**config.mk**
```make
export PLATFORM = sky130hd
export DESIGN_NAME = q8bdcf_ctrl
export DESIGN_NICKNAME = d
export VERILOG_FILES = /design/src/sv/q8bdcf_pkg.sv /design/src/sv/q8bdcf_ctrl.sv
export SDC_FILE = /design/constraint.sdc
export NUM_CORES = 1
export LEC_CHECK = 0
export BUFFER_PORTS_ARGS = -buffer_cell sky130_fd_sc_hd__buf_2
export CORE_MARGIN = 2
export CORE_UTILIZATION = 35
export CTS_CLUSTER_DIAMETER = 120
export DETAILED_ROUTE_END_ITERATION = 16
export REMOVE_ABC_BUFFERS = 1
export SETUP_SLACK_MARGIN = 0.4
export SLEW_MARGIN = 20
export SYNTH_ARGS = -nofsm -noshare
export SYNTH_HDL_FRONTEND = slang
export SYNTH_SLANG_ARGS = --single-unit
```
**constraint.sdc**
```tcl
create_clock -name clk -period 2.3 [get_ports clk]
set_input_delay 0.23 -clock clk [delete_from_list [all_inputs] [get_ports clk]]
set_output_delay 0.23 -clock clk [all_outputs]
set_load 0.005 [all_outputs]
```
**src/sv/q8bdcf_pkg.sv**
```systemverilog
`timescale 1ns / 1ps
// Shared constants and control types for the block-quantized dot product with fold.
package q8bdcf_pkg;

  localparam int BLOCK_LEN_DEF = 32;
  localparam int FOLD_NORM     = 41;
  localparam int MUL_STEPS     = 8;

  typedef logic [2:0] step_t;

  typedef struct packed {
    logic  load;
    logic  mac;
    logic  prep;
    logic  mul_en;
    step_t mul_step;
    logic  clr_ps;
    logic  emit;
  } dp_cmd_t;

  typedef struct packed {
    logic last;
    logic out_busy;
  } dp_status_t;

endpackage

```
**src/sv/q8bdcf_ctrl.sv**
```systemverilog
`timescale 1ns / 1ps
// Controller sequencing element accumulation, block folds and result hand-off.
module q8bdcf_ctrl
  import q8bdcf_pkg::*;
#(
  parameter int BLOCK_LEN = BLOCK_LEN_DEF
) (
  input  logic       clk,
  input  logic       rst,
  input  logic       in_valid,
  output logic       in_ready,
  input  dp_status_t status,
  output dp_cmd_t    cmd
);

  localparam int CW = (BLOCK_LEN > 1) ? $clog2(BLOCK_LEN) : 1;

  typedef enum logic [2:0] {
    S_IDLE,
    S_MAC,
    S_PREP,
    S_MUL,
    S_DRAIN,
    S_EMIT
  } state_t;

  state_t        state;
  logic [CW-1:0] cnt;
  step_t         step;

  always_ff @(posedge clk) begin
    if (rst) begin
      state <= S_IDLE;
      cnt   <= '0;
      step  <= '0;
    end else begin
      unique case (state)
        S_IDLE: begin
          if (in_valid) state <= S_MAC;
        end
        S_MAC: begin
          if (cnt == CW'(BLOCK_LEN - 1) || status.last) begin
            cnt   <= '0;
            state <= S_PREP;
          end else begin
            cnt   <= cnt + 1'b1;
            state <= S_IDLE;
          end
        end
        S_PREP: begin
          step  <= '0;
          state <= S_MUL;
        end
        S_MUL: begin
          step <= step + 1'b1;
          if (step == step_t'(MUL_STEPS - 1)) state <= S_DRAIN;
        end
        S_DRAIN: begin
          state <= status.last ? S_EMIT : S_IDLE;
        end
        S_EMIT: begin
          if (!status.out_busy) state <= S_IDLE;
        end
        default: state <= S_IDLE;
      endcase
    end
  end

  assign in_ready = (state == S_IDLE);

  always_comb begin
    cmd          = '0;
    cmd.load     = (state == S_IDLE) && in_valid;
    cmd.mac      = (state == S_MAC);
    cmd.prep     = (state == S_PREP);
    cmd.mul_en   = (state == S_MUL);
    cmd.mul_step = step;
    cmd.clr_ps   = (state == S_DRAIN);
    cmd.emit     = (state == S_EMIT) && !status.out_busy;
  end

endmodule

```
==> results.json <==
{
  "outcome": "completed",
  "via_per_inst": 5.623,
  "layout_commonest_cell": "buf_2",
  "cp_max_fo": 3,
  "gr-total-overflow": 0,
  "avgSynthCellArea_um2": 8.024,
  "rows": 14,
  "path_clk_slew_ps": 80,
  "start_util_pct": 38.60,
  "die_h_um": 45.47,
  "fillers": 169,
  "synthDistinctLibCells": 28,
  "vias": 596,
  "h-tree-depth": 1,
  "netlist_area_um2": 601.8,
  "period_needed_ps": 1866,
  "powerDensity_nw_per_um2": 682.2,
  "cts_sinks": 11,
  "area_delta_synth_final_pct": 21.21,
  "synth_top_area_share_pct": 36.59,
  "wl_per_cell_um": 12.47,
  "finalWeightedCongestion": 0.8073,
  "max_freq_ghz": 0.5360,
  "yosys.area.top_type": "dfxtp_1",
  "die_w_um": 45.47,
  "yosys.area_share.simple_pct": 35.55,
  "drive_above_1_share_pct": 26.67,
  "power_mw": 0.4976,
  "crit_path_start_kind": "flip-flop",
  "crit_path_end_kind": "flip-flop",
  "ys_seq_elements": 11,
  "synth_top_family_by_area": "simple AND/OR/NAND/NOR gates",
  "synth_compound_area_share_pct": 12.68,
  "rsz0062_at_grt": "no",
  "post_cts_buffers": 0,
  "first_pass_iters": 3,
  "ioPinCount": 15,
  "placed_area_um2": 686.9,
  "antenna_found_initial": 0,
  "finalSetupViolCount": 0,
  "hold_path.class": "in2reg",
  "synthAdderAreaFrac_pct": 8.316,
  "grt_use_total_pct": 15.42,
  "final.setup_skew_ps": 3.575,
  "whs_path_depth": 2,
  "yosysWarnings": 0,
  "hold_slack_ps": 255.7,
  "synth_xor_area_share_pct": 0,
  "die_area_um2": 2067,
  "ys_seq_area_share_pct": 36.59,
  "tns_ps": 0,
  "grt_pass1_wl_um": 2256,
  "leakagePower_nw": 0.3235,
  "root_buffer": "clkbuf_4",
  "grt_max_degree": 15,
  "fin_area_um2": 729.5,
  "cap_violations": 0,
  "final_cell_mix": "buf_2 (14), dfxtp_1 (10), a21oi_1 (8)",
  "cp.required_ps": 2510,
  "muxShareOfSynthArea_pct": 1.663,
  "max_slew_margin_pct": 77.65,
  "rr_worst_depth": 6,
  "numCtsBuffers": 3,
  "antenna_cells": 0,
  "ant_nets": 0,
  "ir_drop_uv": 298.8,
  "synth_cells": 75,
  "grt_pass1_vias": 551,
  "wl_um": 1322,
  "fp.coreArea_um2": 1559,
  "crit_arrival_ps": 2080,
  "hpwl_um": 903.4,
  "timing.final.hold_violations": 0,
  "slew_violations": 0,
  "cts_hold_buf": 0,
  "fin_crit_sh_pct": 81.12,
  "cts_tree": "yes",
  "critical_path_class": "reg2reg",
  "drc_errors": 0,
  "port_buffers": 14,
  "clock_latency_ps": 280,
  "layout.nets": 100,
  "tightestPinTransition_ps": 332.2,
  "drtIter0Drc": 11,
  "clock_path_buffers": 2,
  "synth.area.top_cells": "dfxtp_1 (37%), ha_1 (8.3%), a21oi_1 (6.7%)"
}
[worst paths after layout]
path,from,slack [ps],to
worst max register to register,cnt[1],430,cnt[3]
worst min register to register,cnt[4],470,cnt[4]
worst min-delay path,rst,260,cnt[0]
worst max-delay path,cnt[1],430,cnt[3]
[kinds of logic after synthesis]
| family | count (synthesis) |
|---|---|
| and+or+nand+nor | 38 |
| muxes | 1 |
| AOI/OAI and AO/OA | 13 |
| adders and majority gates | 4 |
| buffers and inverters | 8 |
| DFF | 11 |
[metal layers]
metal / part of all wire, % / track usage (%) / wire, µm
met2: 44 / 23.66 / 585
met1: 50 / 17.87 / 655
met5: 0 / 0 / 0
met4: 1.3 / 7.647 / 17
met3: 4.8 / 7.143 / 64
[flip-flops by register name (all words and copies together), names as in the netlist]
name	flops
cnt	5
state	3
step	3
[cells in the mapped netlist, drive strengths merged]
library cell / n
mux2i: 1
or3b: 1
a31oi: 1
a21oi: 8
nor4: 2
and3: 2
or4: 1
and4b: 1
nor2b: 1
nand2b: 1
nand2: 7
and2: 2
or2: 2
nand3: 7
nor4bb: 1
nand4b: 1
o21ai: 1
inv: 3
a211oi: 1
ha: 4
nor2: 4
or3: 2
clkbuf: 5
nor3: 2
dfxtp: 11
a311oi: 2
nand3b: 1
[critical path: stages (launching register included)]
cell     delay, ps
dfxtp_1        350
ha_4           170
and3_1         180
ha_2           180
or2_2          310
or4_1          460
a31oi_1        130
[where the power goes]
part           switching, mW  internal (mW)  leakage (nW)
clock                 0.0732         0.0674        0.0150
combinational         0.0751         0.0620         0.219
sequential            0.0157          0.204        0.0897
total                  0.164          0.334         0.323
[through the flow]
| stage | utilization [%] | setup slack [ps] | std cells |
|---|---|---|---|
| final | 46.79 | 434.3 | 106 |
| after global routing | 46.79 | 390.2 | 106 |
| after CTS | 46.15 | 411.0 | 106 |
| after detailed placement | 44.06 | 367.9 | 102 |
| after global placement | 44.06 | 394.2 | 102 |
| after floorplan | - | 435.1 | 70 |
[final cells by class]
type	instances	area, µm²	area share, %
clock buffers	4	26.28	3.602
inverters	3	11.26	1.544
multi-input cells	56	365.4	50.09
flip-flops and latches	11	221.5	30.36
well taps	16	20.02	2.744
repair buffers	16	85.08	11.66
[repair_timing]
action                     CTS  global route
resized for setup            3             1
pin swaps                    0             1
setup endpoints to repair    1             1
cloned                       0             0
No activity file was read; power rests on OpenSTA's default activity.
